--- src/rtl/core/awf_pkg.sv ---
// awf_pkg: shared widths, register indexes, reset values and sequencer states
// for the adaptive weight filter unit; no dependencies
package awf_pkg;

    // sample and result widths
    localparam int SAMPLE_BITS = 24;
    localparam int ZERO_BITS   = 24;
    localparam int OUT_BITS    = 25;
    localparam int SUB_BITS    = ((SAMPLE_BITS > ZERO_BITS) ? SAMPLE_BITS : ZERO_BITS) + 1;
    localparam int DELTA_BITS  = OUT_BITS + 1;
    localparam int CREDIT_BITS = 8;

    // shared radix-4 divider
    localparam int DIV_BITS   = DELTA_BITS;
    localparam int DEN_BITS   = 16;
    localparam int DIV_STEPS  = DIV_BITS / 2;
    localparam int STEP_BITS  = $clog2(DIV_STEPS);
    localparam int EXT_BITS   = DIV_BITS + 1;
    localparam int SUM_BITS   = EXT_BITS + 1;

    // gain product
    localparam int GAIN_BITS  = 32;
    localparam int PROD_BITS  = OUT_BITS + GAIN_BITS + 1;

    // configuration port
    localparam int CFG_INDEX_BITS = 3;
    localparam int CFG_DATA_BITS  = 32;

    typedef enum logic [CFG_INDEX_BITS-1:0] {
        CFG_ZERO_OFFSET    = 3'd0,
        CFG_CREDIT_LIMIT   = 3'd1,
        CFG_CREDIT_DIVISOR = 3'd2,
        CFG_NOISE_BAND     = 3'd3,
        CFG_SCALAR_BASE    = 3'd4,
        CFG_DAMPING_OFFSET = 3'd5,
        CFG_GAIN           = 3'd6
    } cfg_index_t;

    // register reset values
    localparam logic [23:0] RST_ZERO_OFFSET    = 24'd0;
    localparam logic [6:0]  RST_CREDIT_LIMIT   = 7'd10;
    localparam logic [7:0]  RST_CREDIT_DIVISOR = 8'd2;
    localparam logic [15:0] RST_NOISE_BAND     = 16'd2000;
    localparam logic [7:0]  RST_SCALAR_BASE    = 8'd8;
    localparam logic [7:0]  RST_DAMPING_OFFSET = 8'd1;
    localparam logic [31:0] RST_GAIN           = 32'd1880774;

    // sequencer states
    typedef enum logic [3:0] {
        ST_IDLE,
        ST_DELTA,
        ST_DIVX_LOAD,
        ST_DIVX_RUN,
        ST_CREDIT,
        ST_CREDIT_SUM,
        ST_SCALAR,
        ST_DIVS_LOAD,
        ST_DIVS_RUN,
        ST_FILTER,
        ST_WEIGHT,
        ST_OUTPUT
    } state_t;

endpackage

--- src/rtl/core/adaptive_weight_filter_unit.sv ---
// adaptive_weight_filter_unit: zero offset, credit-driven adaptive smoothing
// and gain scaling of load-cell samples; depends on awf_pkg
// a request passes the delta, divider, credit, scalar, divider, filter, weight and
//   output states; a new request is taken only once the last one is done, and the
//   shared radix-4 divider (13 steps each pass) serves both passes
// a finished result waits in the output register while the next request runs
// reset (rst_n low, asynchronous): registers return to defaults, credit and
//   the kept filtered value clear to zero, no result pending
module adaptive_weight_filter_unit
(
    input  logic                                  clk,
    input  logic                                  rst_n,

    input  logic                                  cfg_we,
    input  logic [awf_pkg::CFG_INDEX_BITS-1:0]    cfg_index,
    input  logic [awf_pkg::CFG_DATA_BITS-1:0]     cfg_data,

    input  logic                                  in_valid,
    output logic                                  in_stall,
    input  logic signed [awf_pkg::SAMPLE_BITS-1:0] raw_count,

    output logic                                  out_valid,
    input  logic                                  out_stall,
    output logic signed [awf_pkg::OUT_BITS-1:0]   net_count,
    output logic signed [awf_pkg::OUT_BITS-1:0]   filtered_count,
    output logic signed [awf_pkg::OUT_BITS-1:0]   weight_steps,
    output logic signed [awf_pkg::CREDIT_BITS-1:0] credit_now
);

    // configuration registers
    logic [23:0] zero_offset_reg;
    logic [6:0]  credit_limit_reg;
    logic [7:0]  credit_divisor_reg;
    logic [15:0] noise_band_reg;
    logic [7:0]  scalar_base_reg;
    logic [7:0]  damping_offset_reg;
    logic [31:0] gain_reg;

    // sequencer
    awf_pkg::state_t state_reg, state_next;
    logic            in_accept;
    logic            out_load;
    logic            div_load_x;
    logic            div_load_s;
    logic            div_run;
    logic            div_last;

    // working registers
    logic signed [awf_pkg::OUT_BITS-1:0]    net_reg;
    logic signed [awf_pkg::DELTA_BITS-1:0]  delta_reg;
    logic [awf_pkg::DIV_BITS-1:0]           abs_delta_reg;
    logic signed [awf_pkg::EXT_BITS-1:0]    extra_reg;
    logic                                   clear_reg;
    logic [7:0]                             scalar_reg;
    logic signed [awf_pkg::OUT_BITS-1:0]    prev_reg;
    logic signed [awf_pkg::CREDIT_BITS-1:0] credit_reg;
    logic signed [awf_pkg::OUT_BITS-1:0]    weight_reg;

    // divider registers
    logic [awf_pkg::DEN_BITS-1:0]  div_rem_reg;
    logic [awf_pkg::DIV_BITS-1:0]  div_quo_reg;
    logic [awf_pkg::DEN_BITS-1:0]  div_den_reg;
    logic [awf_pkg::STEP_BITS-1:0] div_cnt_reg;

    // output register
    logic                                   out_valid_reg;
    logic signed [awf_pkg::OUT_BITS-1:0]    out_net_reg;
    logic signed [awf_pkg::OUT_BITS-1:0]    out_filt_reg;
    logic signed [awf_pkg::OUT_BITS-1:0]    out_weight_reg;
    logic signed [awf_pkg::CREDIT_BITS-1:0] out_credit_reg;

    // combinational datapath
    logic signed [awf_pkg::SUB_BITS-1:0]    net_full;
    logic signed [awf_pkg::DELTA_BITS-1:0]  delta_next;
    logic [awf_pkg::DIV_BITS-1:0]           abs_delta_next;
    logic                                   delta_neg;
    logic                                   delta_zero;
    logic signed [awf_pkg::EXT_BITS-1:0]    quo_signed;
    logic [awf_pkg::CREDIT_BITS:0]          abs_credit;
    logic                                   credit_earns;
    logic                                   credit_clear;
    logic signed [awf_pkg::SUM_BITS-1:0]    credit_sum;
    logic signed [awf_pkg::SUM_BITS-1:0]    sign_term;
    logic signed [awf_pkg::CREDIT_BITS-1:0] credit_sat;
    logic [7:0]                             scalar_next;
    logic [15:0]                            scalar_sq;
    logic [16:0]                            smooth_den_full;
    logic [awf_pkg::DEN_BITS-1:0]           smooth_den;
    logic [awf_pkg::DEN_BITS-1:0]           credit_den;
    logic signed [awf_pkg::EXT_BITS-1:0]    filt_sum;
    logic signed [awf_pkg::PROD_BITS-1:0]   gain_prod;

    // divider step signals
    logic [awf_pkg::DEN_BITS+1:0] div_shifted;
    logic [awf_pkg::DEN_BITS+1:0] div_d1;
    logic [awf_pkg::DEN_BITS+1:0] div_d2;
    logic [awf_pkg::DEN_BITS+1:0] div_d3;
    logic [awf_pkg::DEN_BITS+1:0] div_rem_full;
    logic [1:0]                   div_digit;

    assign in_stall  = (state_reg != awf_pkg::ST_IDLE);
    assign in_accept = in_valid && !in_stall;
    assign out_valid = out_valid_reg;

    assign net_count      = out_net_reg;
    assign filtered_count = out_filt_reg;
    assign weight_steps   = out_weight_reg;
    assign credit_now     = out_credit_reg;

    // configuration writes
    always_ff @(posedge clk or negedge rst_n)
    begin
        if (!rst_n)
        begin
            zero_offset_reg    <= awf_pkg::RST_ZERO_OFFSET;
            credit_limit_reg   <= awf_pkg::RST_CREDIT_LIMIT;
            credit_divisor_reg <= awf_pkg::RST_CREDIT_DIVISOR;
            noise_band_reg     <= awf_pkg::RST_NOISE_BAND;
            scalar_base_reg    <= awf_pkg::RST_SCALAR_BASE;
            damping_offset_reg <= awf_pkg::RST_DAMPING_OFFSET;
            gain_reg           <= awf_pkg::RST_GAIN;
        end
        else if (cfg_we)
        begin
            case (cfg_index)
                awf_pkg::CFG_ZERO_OFFSET:    zero_offset_reg    <= cfg_data[23:0];
                awf_pkg::CFG_CREDIT_LIMIT:   credit_limit_reg   <= cfg_data[6:0];
                awf_pkg::CFG_CREDIT_DIVISOR: credit_divisor_reg <= cfg_data[7:0];
                awf_pkg::CFG_NOISE_BAND:     noise_band_reg     <= cfg_data[15:0];
                awf_pkg::CFG_SCALAR_BASE:    scalar_base_reg    <= cfg_data[7:0];
                awf_pkg::CFG_DAMPING_OFFSET: damping_offset_reg <= cfg_data[7:0];
                awf_pkg::CFG_GAIN:           gain_reg           <= cfg_data[31:0];
                default:
                begin
                end
            endcase
        end
    end

    // state register
    always_ff @(posedge clk or negedge rst_n)
    begin
        if (!rst_n)
        begin
            state_reg <= awf_pkg::ST_IDLE;
        end
        else
        begin
            state_reg <= state_next;
        end
    end

    // next state and sequencer controls
    always_comb
    begin
        state_next = state_reg;
        div_load_x = 1'b0;
        div_load_s = 1'b0;
        div_run    = 1'b0;
        out_load   = 1'b0;
        case (state_reg)
            awf_pkg::ST_IDLE:
            begin
                if (in_accept)
                begin
                    state_next = awf_pkg::ST_DELTA;
                end
            end
            awf_pkg::ST_DELTA:
            begin
                state_next = awf_pkg::ST_DIVX_LOAD;
            end
            awf_pkg::ST_DIVX_LOAD:
            begin
                div_load_x = 1'b1;
                state_next = awf_pkg::ST_DIVX_RUN;
            end
            awf_pkg::ST_DIVX_RUN:
            begin
                div_run = 1'b1;
                if (div_last)
                begin
                    state_next = awf_pkg::ST_CREDIT;
                end
            end
            awf_pkg::ST_CREDIT:
            begin
                state_next = awf_pkg::ST_CREDIT_SUM;
            end
            awf_pkg::ST_CREDIT_SUM:
            begin
                state_next = awf_pkg::ST_SCALAR;
            end
            awf_pkg::ST_SCALAR:
            begin
                state_next = awf_pkg::ST_DIVS_LOAD;
            end
            awf_pkg::ST_DIVS_LOAD:
            begin
                div_load_s = 1'b1;
                state_next = awf_pkg::ST_DIVS_RUN;
            end
            awf_pkg::ST_DIVS_RUN:
            begin
                div_run = 1'b1;
                if (div_last)
                begin
                    state_next = awf_pkg::ST_FILTER;
                end
            end
            awf_pkg::ST_FILTER:
            begin
                state_next = awf_pkg::ST_WEIGHT;
            end
            awf_pkg::ST_WEIGHT:
            begin
                state_next = awf_pkg::ST_OUTPUT;
            end
            awf_pkg::ST_OUTPUT:
            begin
                if (!out_valid_reg || !out_stall)
                begin
                    out_load   = 1'b1;
                    state_next = awf_pkg::ST_IDLE;
                end
            end
            default:
            begin
                state_next = awf_pkg::ST_IDLE;
            end
        endcase
    end

    // net count and change against the kept filtered value
    assign net_full   = awf_pkg::SUB_BITS'(raw_count)
                      - awf_pkg::SUB_BITS'($signed(zero_offset_reg));
    assign delta_next = awf_pkg::DELTA_BITS'(net_reg) - awf_pkg::DELTA_BITS'(prev_reg);
    assign abs_delta_next = delta_reg[awf_pkg::DELTA_BITS-1]
                          ? awf_pkg::DIV_BITS'(-delta_reg)
                          : awf_pkg::DIV_BITS'(delta_reg);
    assign delta_neg  = delta_reg[awf_pkg::DELTA_BITS-1];
    assign delta_zero = (delta_reg == '0);

    // quotient with the sign of the change
    assign quo_signed = delta_neg ? -$signed({1'b0, div_quo_reg})
                                  :  $signed({1'b0, div_quo_reg});

    // credit rules
    assign abs_credit = credit_reg[awf_pkg::CREDIT_BITS-1]
                      ? (awf_pkg::CREDIT_BITS+1)'(-$signed({credit_reg[awf_pkg::CREDIT_BITS-1],
                                                              credit_reg}))
                      : {1'b0, credit_reg};
    assign credit_earns = (abs_credit <= (awf_pkg::CREDIT_BITS+1)'(credit_limit_reg));
    assign credit_clear = (!delta_neg && credit_reg[awf_pkg::CREDIT_BITS-1])
                       || ((delta_neg || delta_zero) && !credit_reg[awf_pkg::CREDIT_BITS-1]
                           && (credit_reg != '0))
                       || (abs_delta_reg < awf_pkg::DIV_BITS'(noise_band_reg));

    // credit sum with saturation to the signed credit range
    assign sign_term  = delta_neg  ? -awf_pkg::SUM_BITS'(1)
                      : delta_zero ?  awf_pkg::SUM_BITS'(0)
                                   :  awf_pkg::SUM_BITS'(1);
    assign credit_sum = awf_pkg::SUM_BITS'(credit_reg) + awf_pkg::SUM_BITS'(extra_reg)
                      + sign_term;
    always_comb
    begin
        if (credit_sum[awf_pkg::SUM_BITS-1:awf_pkg::CREDIT_BITS-1] == '0
            || credit_sum[awf_pkg::SUM_BITS-1:awf_pkg::CREDIT_BITS-1] == '1)
        begin
            credit_sat = credit_sum[awf_pkg::CREDIT_BITS-1:0];
        end
        else if (credit_sum[awf_pkg::SUM_BITS-1])
        begin
            credit_sat = {1'b1, {(awf_pkg::CREDIT_BITS-1){1'b0}}};
        end
        else
        begin
            credit_sat = {1'b0, {(awf_pkg::CREDIT_BITS-1){1'b1}}};
        end
    end

    // smoothing scalar and divisor
    assign scalar_next = (abs_credit > {1'b0, scalar_base_reg})
                       ? 8'd0
                       : 8'({1'b0, scalar_base_reg} - abs_credit);
    assign scalar_sq       = 16'(scalar_reg) * 16'(scalar_reg);
    assign smooth_den_full = 17'(scalar_sq) + 17'(damping_offset_reg);
    assign smooth_den      = (smooth_den_full == '0) ? awf_pkg::DEN_BITS'(1)
                                                     : awf_pkg::DEN_BITS'(smooth_den_full);
    assign credit_den      = (credit_divisor_reg == '0) ? awf_pkg::DEN_BITS'(1)
                                                        : awf_pkg::DEN_BITS'(credit_divisor_reg);

    // filtered update and gain product
    assign filt_sum  = awf_pkg::EXT_BITS'(prev_reg) + quo_signed;
    assign gain_prod = awf_pkg::PROD_BITS'(prev_reg)
                     * awf_pkg::PROD_BITS'($signed({1'b0, gain_reg}));

    // radix-4 restoring divider step: two quotient bits per cycle
    assign div_shifted = {div_rem_reg, div_quo_reg[awf_pkg::DIV_BITS-1 -: 2]};
    assign div_d1      = {2'b00, div_den_reg};
    assign div_d2      = {1'b0, div_den_reg, 1'b0};
    assign div_d3      = div_d1 + div_d2;
    always_comb
    begin
        if (div_shifted >= div_d3)
        begin
            div_digit    = 2'd3;
            div_rem_full = div_shifted - div_d3;
        end
        else if (div_shifted >= div_d2)
        begin
            div_digit    = 2'd2;
            div_rem_full = div_shifted - div_d2;
        end
        else if (div_shifted >= div_d1)
        begin
            div_digit    = 2'd1;
            div_rem_full = div_shifted - div_d1;
        end
        else
        begin
            div_digit    = 2'd0;
            div_rem_full = div_shifted;
        end
    end
    assign div_last = (div_cnt_reg == awf_pkg::STEP_BITS'(awf_pkg::DIV_STEPS - 1));

    // shared divider registers
    always_ff @(posedge clk)
    begin
        if (div_load_x || div_load_s)
        begin
            div_rem_reg <= '0;
            div_cnt_reg <= '0;
            div_quo_reg <= div_load_x ? abs_delta_next : abs_delta_reg;
            div_den_reg <= div_load_x ? credit_den : smooth_den;
        end
        else if (div_run)
        begin
            div_rem_reg <= div_rem_full[awf_pkg::DEN_BITS-1:0];
            div_quo_reg <= {div_quo_reg[awf_pkg::DIV_BITS-3:0], div_digit};
            div_cnt_reg <= div_cnt_reg + awf_pkg::STEP_BITS'(1);
        end
    end

    // working datapath registers
    always_ff @(posedge clk)
    begin
        if (in_accept)
        begin
            net_reg <= net_full[awf_pkg::OUT_BITS-1:0];
        end
        if (state_reg == awf_pkg::ST_DELTA)
        begin
            delta_reg <= delta_next;
        end
        if (div_load_x)
        begin
            abs_delta_reg <= abs_delta_next;
        end
        if (state_reg == awf_pkg::ST_CREDIT)
        begin
            extra_reg <= credit_earns ? quo_signed : '0;
            clear_reg <= credit_clear;
        end
        if (state_reg == awf_pkg::ST_SCALAR)
        begin
            scalar_reg <= scalar_next;
        end
        if (state_reg == awf_pkg::ST_WEIGHT)
        begin
            weight_reg <= gain_prod[awf_pkg::OUT_BITS+awf_pkg::GAIN_BITS-1:awf_pkg::GAIN_BITS];
        end
    end

    // kept filter state
    always_ff @(posedge clk or negedge rst_n)
    begin
        if (!rst_n)
        begin
            credit_reg <= '0;
            prev_reg   <= '0;
        end
        else
        begin
            if (state_reg == awf_pkg::ST_CREDIT_SUM)
            begin
                credit_reg <= clear_reg ? '0 : credit_sat;
            end
            if (state_reg == awf_pkg::ST_FILTER)
            begin
                prev_reg <= filt_sum[awf_pkg::OUT_BITS-1:0];
            end
        end
    end

    // output register valid
    always_ff @(posedge clk or negedge rst_n)
    begin
        if (!rst_n)
        begin
            out_valid_reg <= 1'b0;
        end
        else if (out_load)
        begin
            out_valid_reg <= 1'b1;
        end
        else if (!out_stall)
        begin
            out_valid_reg <= 1'b0;
        end
    end

    // output register payload
    always_ff @(posedge clk)
    begin
        if (out_load)
        begin
            out_net_reg    <= net_reg;
            out_filt_reg   <= prev_reg;
            out_weight_reg <= weight_reg;
            out_credit_reg <= credit_reg;
        end
    end

    // a new request always starts with the change computation
    assert_accept_to_delta: assert property (@(posedge clk) disable iff (!rst_n)
        in_valid && !in_stall |=> state_reg == awf_pkg::ST_DELTA)
        else $error("accepted request did not start the sequence");

    // a result only appears from the output step
    assert_valid_from_output: assert property (@(posedge clk) disable iff (!rst_n)
        $rose(out_valid) |-> $past(state_reg == awf_pkg::ST_OUTPUT))
        else $error("result valid raised outside the output step");

    // a waiting result is never overwritten
    assert_no_overwrite: assert property (@(posedge clk) disable iff (!rst_n)
        out_valid && out_stall |-> !out_load)
        else $error("pending result overwritten");

    // the divider never runs against a zero divisor
    assert_den_nonzero: assert property (@(posedge clk) disable iff (!rst_n)
        (state_reg == awf_pkg::ST_DIVX_RUN || state_reg == awf_pkg::ST_DIVS_RUN)
        |-> div_den_reg != '0)
        else $error("divider running with zero divisor");

endmodule

--- config.mk ---
export PLATFORM = sky130hd
export DESIGN_NAME = adaptive_weight_filter_unit
export DESIGN_NICKNAME = d
export VERILOG_FILES = /design/src/rtl/core/awf_pkg.sv /design/src/rtl/core/adaptive_weight_filter_unit.sv
export SDC_FILE = /design/constraint.sdc
export NUM_CORES = 2
export LEC_CHECK = 0
export ABC_CLOCK_PERIOD_IN_PS = 12500
export BUFFER_PORTS_ARGS = -buffer_cell sky130_fd_sc_hd__buf_4
export CAP_MARGIN = 20
export CORE_MARGIN = 2
export CORE_UTILIZATION = 33
export DETAILED_ROUTE_END_ITERATION = 10
export HOLD_SLACK_MARGIN = 0.08
export SLEW_MARGIN = 10
export SYNTH_ARGS = -nofsm -noshare
export SYNTH_HDL_FRONTEND = slang
export SYNTH_SLANG_ARGS = --single-unit
export TNS_END_PERCENT = 10
--- constraint.sdc ---
create_clock -name clk -period 12.5 [get_ports clk]
set_input_delay 3.75 -clock clk [delete_from_list [all_inputs] [get_ports clk]]
set_output_delay 3.75 -clock clk [all_outputs]
set_load 0.01 [all_outputs]
# Yosys cells after proc, flatten, opt, wreduce, memory -nomap -nowiden

Cells that the tools add are included.

Logic and storage cells: 138
Bits in registers: 424
Input port bits: 64
Output and inout port bits: 85

Order comparisons: 6
Eq/ne operators: 24
Reduce and logical (&&, ||, !) cells: 33
Muxes and demuxes: 32
Multipliers: 2
Add/sub/neg operators: 15

Operator list:

| operator                               | number |
|---|---|
| 2-to-1 mux 26 bit                      | 4 |
| 2-to-1 mux 16 bit                      | 5 |
| multiplier 25 x 33 -> 57 bit           | 1 |
| case mux 4 bit (12 select lines)       | 1 |
| subtractor 16 bit                      | 3 |
| 2-to-1 mux 8 bit                       | 4 |
| adder 28 bit                           | 1 |
| adder 8 x 27 -> 28 bit                 | 1 |
| 2-to-1 mux 28 bit                      | 1 |
| 2-to-1 mux 27 bit                      | 1 |
| negator 26 -> 27 bit                   | 1 |
| zero test 26 bit                       | 1 |
| < comparator 26 x 16 -> 1 bit          | 1 |
| negator 26 bit                         | 1 |
| subtractor 25 x 25 -> 26 bit           | 1 |
| adder 25 bit                           | 1 |
| subtractor 24 x 24 -> 25 bit           | 1 |
| == test 21 bit (second input constant) | 1 |
| zero test 21 bit                       | 1 |
| == test 4 bit (second input constant)  | 5 |
| adder 16 x 17 -> 18 bit                | 1 |
| >= comparator 18 x 16 -> 1 bit         | 1 |
| >= comparator 18 x 17 -> 1 bit         | 1 |
| >= comparator 18 bit                   | 1 |
| 32 further kinds                       | 72 |

# Depth between registers and ports, before layout

Word-level depth: 8
Mapped depth: 27
Gate-level depth less buffers: 26

# Least setup slack after synthesis

No wires, ideal clock.

Path kind: input port to flip-flop
From: input out_stall
To: register out_credit_reg (netlist bit credit_now[0]), enable pin
Path buffers: 0
Arrival time: 9.820 ns
Library setup time: 0.643 ns
Path slack: 2.036 ns
Cell stages on the path: 2
Cell sequence: nand2_1 -> nor3b_1

Longest elaborated chain between the ends: 4

Ends and longest elaborated chain:

| item                 | RTL line                           | source |
|---|---|---|
| start, declared      | adaptive_weight_filter_unit.sv:23  | `input logic out_stall,` |
| zero test 1 bit      | n/a                                |  |
| logical OR 1 bit     | adaptive_weight_filter_unit.sv:221 | `if (!out_valid_reg \|\| !out_stall)` |
| 2-to-1 mux 1 bit     | adaptive_weight_filter_unit.sv:221 |  |
| 2-to-1 mux 1 bit     | adaptive_weight_filter_unit.sv:161 | `case (state_reg)` |
| named net out_load   | adaptive_weight_filter_unit.sv:42  | `logic out_load;` |
| end signal, assigned | adaptive_weight_filter_unit.sv:422 | `out_credit_reg <= credit_reg;` |
| end, declared        | adaptive_weight_filter_unit.sv:70  | `logic signed [awf_pkg::CREDIT_BITS-1:0] out_credit_reg;` |

The timed path passes the listed nets, and every way through them passes these cells.
A chain may end at the register's enable or synchronous reset.

# Worst setup path after layout

From: register prev_reg[24] (netlist bit)
To: register weight_reg[21] (netlist bit), data pin

Longest elaborated chain between the ends: 1

Ends and longest elaborated chain:

| item                          | RTL line                           | source |
|---|---|---|
| start, declared               | adaptive_weight_filter_unit.sv:55  | `logic signed [awf_pkg::OUT_BITS-1:0] prev_reg;` |
| start signal, assigned        | adaptive_weight_filter_unit.sv:392 | `prev_reg <= filt_sum[awf_pkg::OUT_BITS-1:0];` |
| multiplier 25 x 33 -> 57 bit  | adaptive_weight_filter_unit.sv:296 | `* awf_pkg::PROD_BITS'($signed({1'b0, gain_reg}));` |
| named net gain_prod (one bit) | adaptive_weight_filter_unit.sv:91  | `logic signed [awf_pkg::PROD_BITS-1:0] gain_prod;` |
| end signal, assigned          | adaptive_weight_filter_unit.sv:372 | `weight_reg <= gain_prod[awf_pkg::OUT_BITS+awf_pkg::GAIN_BITS-1:awf_pkg::GAIN_BITS];` |
| end, declared                 | adaptive_weight_filter_unit.sv:57  | `logic signed [awf_pkg::OUT_BITS-1:0] weight_reg;` |

The timed path passes the listed nets, and every way through them passes these cells.

==> results.ini <==
[critical_path]
start_kind=register
end_kind=register
criticalPathCategory=register to register
r2r_setup_slack_ns=3.62
arrival_ns=9.29
rr_worst_depth=23
r2r-end=weight_reg[21]
critPathRequiredTime_ns=12.91
worstReg2RegStart=prev_reg[24]
critPathMaxFanout=20

[sta]
finalCritPeriodShare_pct=71.03
slew_violations=0
fin_crit_ns=8.879
slew_headroom_pct=21.66
rsz0062_at_grt=no
finalSetupViolCount=0
finalHoldViolations=0
worstMarginPinSlew_ns=1.175
skew_ns=0.04796
max_freq_mhz=112.6
fin_setup_tns_ns=0

[synthesis]
synth_cell_type_count=90
yosysMostFrequentCell=inv_1
ys_ff_latch=424
syn_area_um2=52520
syn_area_per_cell_um2=9.672
netlist.area_leader.share_pct=28.78
synthCells=5430
synth-async-reset-ratio_pct=33.25
synth_nets=6708
synth.largest_area_cell=fa_1
synth_common_cells=inv_1 (953), fa_1 (755), nand2_1 (615), ha_1 (459), and2_1 (431)
ys.flop_type=edfxtp_1
yosys_warnings=0
synthTopCellsByArea=fa_1 (29%), edfxtp_1 (14%), ha_1 (11%)
synth_enable_flop_cells=237
yosysSeqAreaShare_pct=22.08

[routing]
drt_iter0_markers=2725
vias=38300
drc=0
wl_per_cell_um=19.48
postRouteAntennaNets=0
dr.pass1.iters=5
detail_route.vias_per_cell=5.031
wirelength_mm=148.3

[run]
max_cap_viol_count=0

[global_route]
grt_pass1_wl_mm=232.2
grt_pass1_vias=39860
grt_max_degree=87
antenna_found_initial=18
grt_usage_pct=18.46
gr-total-overflow=0

[place]
dp_hpwl_mm=112.6
gp_congestion=0.8798
io_buffers=148

[final_layout]
areaGrowthSynthToFinish_pct=10.15
fin_nets=6772
largest_register_ffs=32
final_layout_size_suffix_gt1_share_pct=8.633
finalCoreUtilization_pct=36.57

[clocking]
cts_made_buffers=51
clk_latency_ns=0.67
postCtsSetupBuffers=0
cts.sinks=424
ctsHoldBuffers=0
clk_transition_reported_paths_ns=0.06
cts_root_buf=clkbuf_16
htree_levels=2
cts_buffer_depth=3
cts_resized=0
cts_tree=done

[floorplan]
start_util_pct=33.20
die_area_um2=162400
core_um2=158200
rows=146
io-pin-count=149
die_w_um=402.9
dieHeight_um=402.9

[min_path]
holdCritStartpoint=weight_reg[3]
hp-class=register to register
hold_path_end=weight_steps[3]
hold_depth=0

[outcome]
status=complete, no violations

## final cells by class
type	count	area, um2
repair buffers	218	1665
well taps	2072	2592
multi-input cells	3844	36590
flip-flops and latches	424	11590
clock buffers	66	1415
clock inverters	30	400.4
fillers	15900	100300
diodes	3	7.507
inverters	955	3585
## stage by stage
step / cells / cell area [um2] / hold slack, ns / setup slack [ns]
finish: 7612 / 57850 / 0.4252 / 3.621
global route: 7609 / 57840 / 0.4362 / 3.229
CTS: 7607 / 57800 / 0.4221 / 3.723
detailed placement: 7511 / 55990 / 0.4063 / 3.809
global placement: 7509 / 55970 / 0.4158 / 3.347
floorplan: 5430 / 52520 / 0.4003 / 2.036
## how the worst max path moves through the flow
stage	cells past startpoint	endpoint	startpoint	slack, ns
after floorplan	2	credit_now[0]	out_stall	2.04
after global placement	22	weight_reg[21]	prev_reg[24]	3.35
after detailed placement	23	weight_reg[21]	prev_reg[24]	3.81
after CTS	23	weight_reg[21]	prev_reg[24]	3.72
after global routing	23	weight_reg[21]	prev_reg[24]	3.23
final	23	weight_reg[21]	prev_reg[24]	3.62
## cells by family after synthesis
logic type	synth area share [%]
adders and majority gates	39.72
buffers and inverters	8.331
muxes	2.261
and+or+nand+nor	15.22
xor gates and xnor gates	3.802
AOI/OAI and AO/OA	8.591
DFF	22.08
## worst max-delay path: stages (launching register included)
cell and delay (ns):
dfrtp_1 0.94, inv_1 0.67, nor2_1 0.28, fa_1 0.45
fa_1 0.52, fa_1 0.43, fa_1 0.53, fa_1 0.44
fa_1 0.51, inv_1 0.05, fa_1 0.48, inv_1 0.05
ha_1 0.32, a211oi_1 0.23, o21ai_0 0.15, or3_1 0.35
a2111oi_1 0.42, buf_2 0.26, nor4bb_1 0.09, o2111ai_2 0.35
a21boi_0 0.22, or3_1 0.46, a311o_1 0.33, o311ai_0 0.11
## metal layers
| layer | up-vias | GRT usage [%] | routed length (um) |
|---|---|---|---|
| met2 | 1245 | 29.89 | 68420 |
| met4 | 10 | 5.618 | 4809 |
| met1 | 19230 | 24.66 | 62040 |
| met5 | - | 0 | 62 |
| met3 | 272 | 4.009 | 12940 |
| li1 | 17540 | - | - |
## placed cells by master (no fill, tap or decap), types with 18 or more instances in the layout
| master | n |
|---|---|
| buf_4 | 213 |
| nand2_1 | 615 |
| edfxtp_1 | 237 |
| and2_1 | 431 |
| o21a_1 | 25 |
| clkbuf_16 | 53 |
| ha_1 | 459 |
| a21oi_1 | 160 |
| nand3_1 | 42 |
| nor4_1 | 19 |
| nand2b_1 | 49 |
| xnor2_1 | 136 |
| o211ai_1 | 20 |
| nand4_1 | 28 |
| a31oi_1 | 19 |
| or3_1 | 21 |
| or2_2 | 23 |
| nor2_1 | 183 |
| dfxtp_1 | 46 |
| dfrtp_1 | 119 |
| dfstp_2 | 22 |
| a211oi_1 | 18 |
| o21ai_0 | 204 |
| nor2b_1 | 66 |
| a21o_1 | 76 |
| inv_1 | 953 |
| mux2_2 | 101 |
| fa_1 | 755 |
| o31ai_1 | 25 |
| xor2_1 | 92 |
| nor3_1 | 61 |
Power is not shown: default switching activity piles up to over one toggle a cycle in this logic, so the estimate is an artifact.
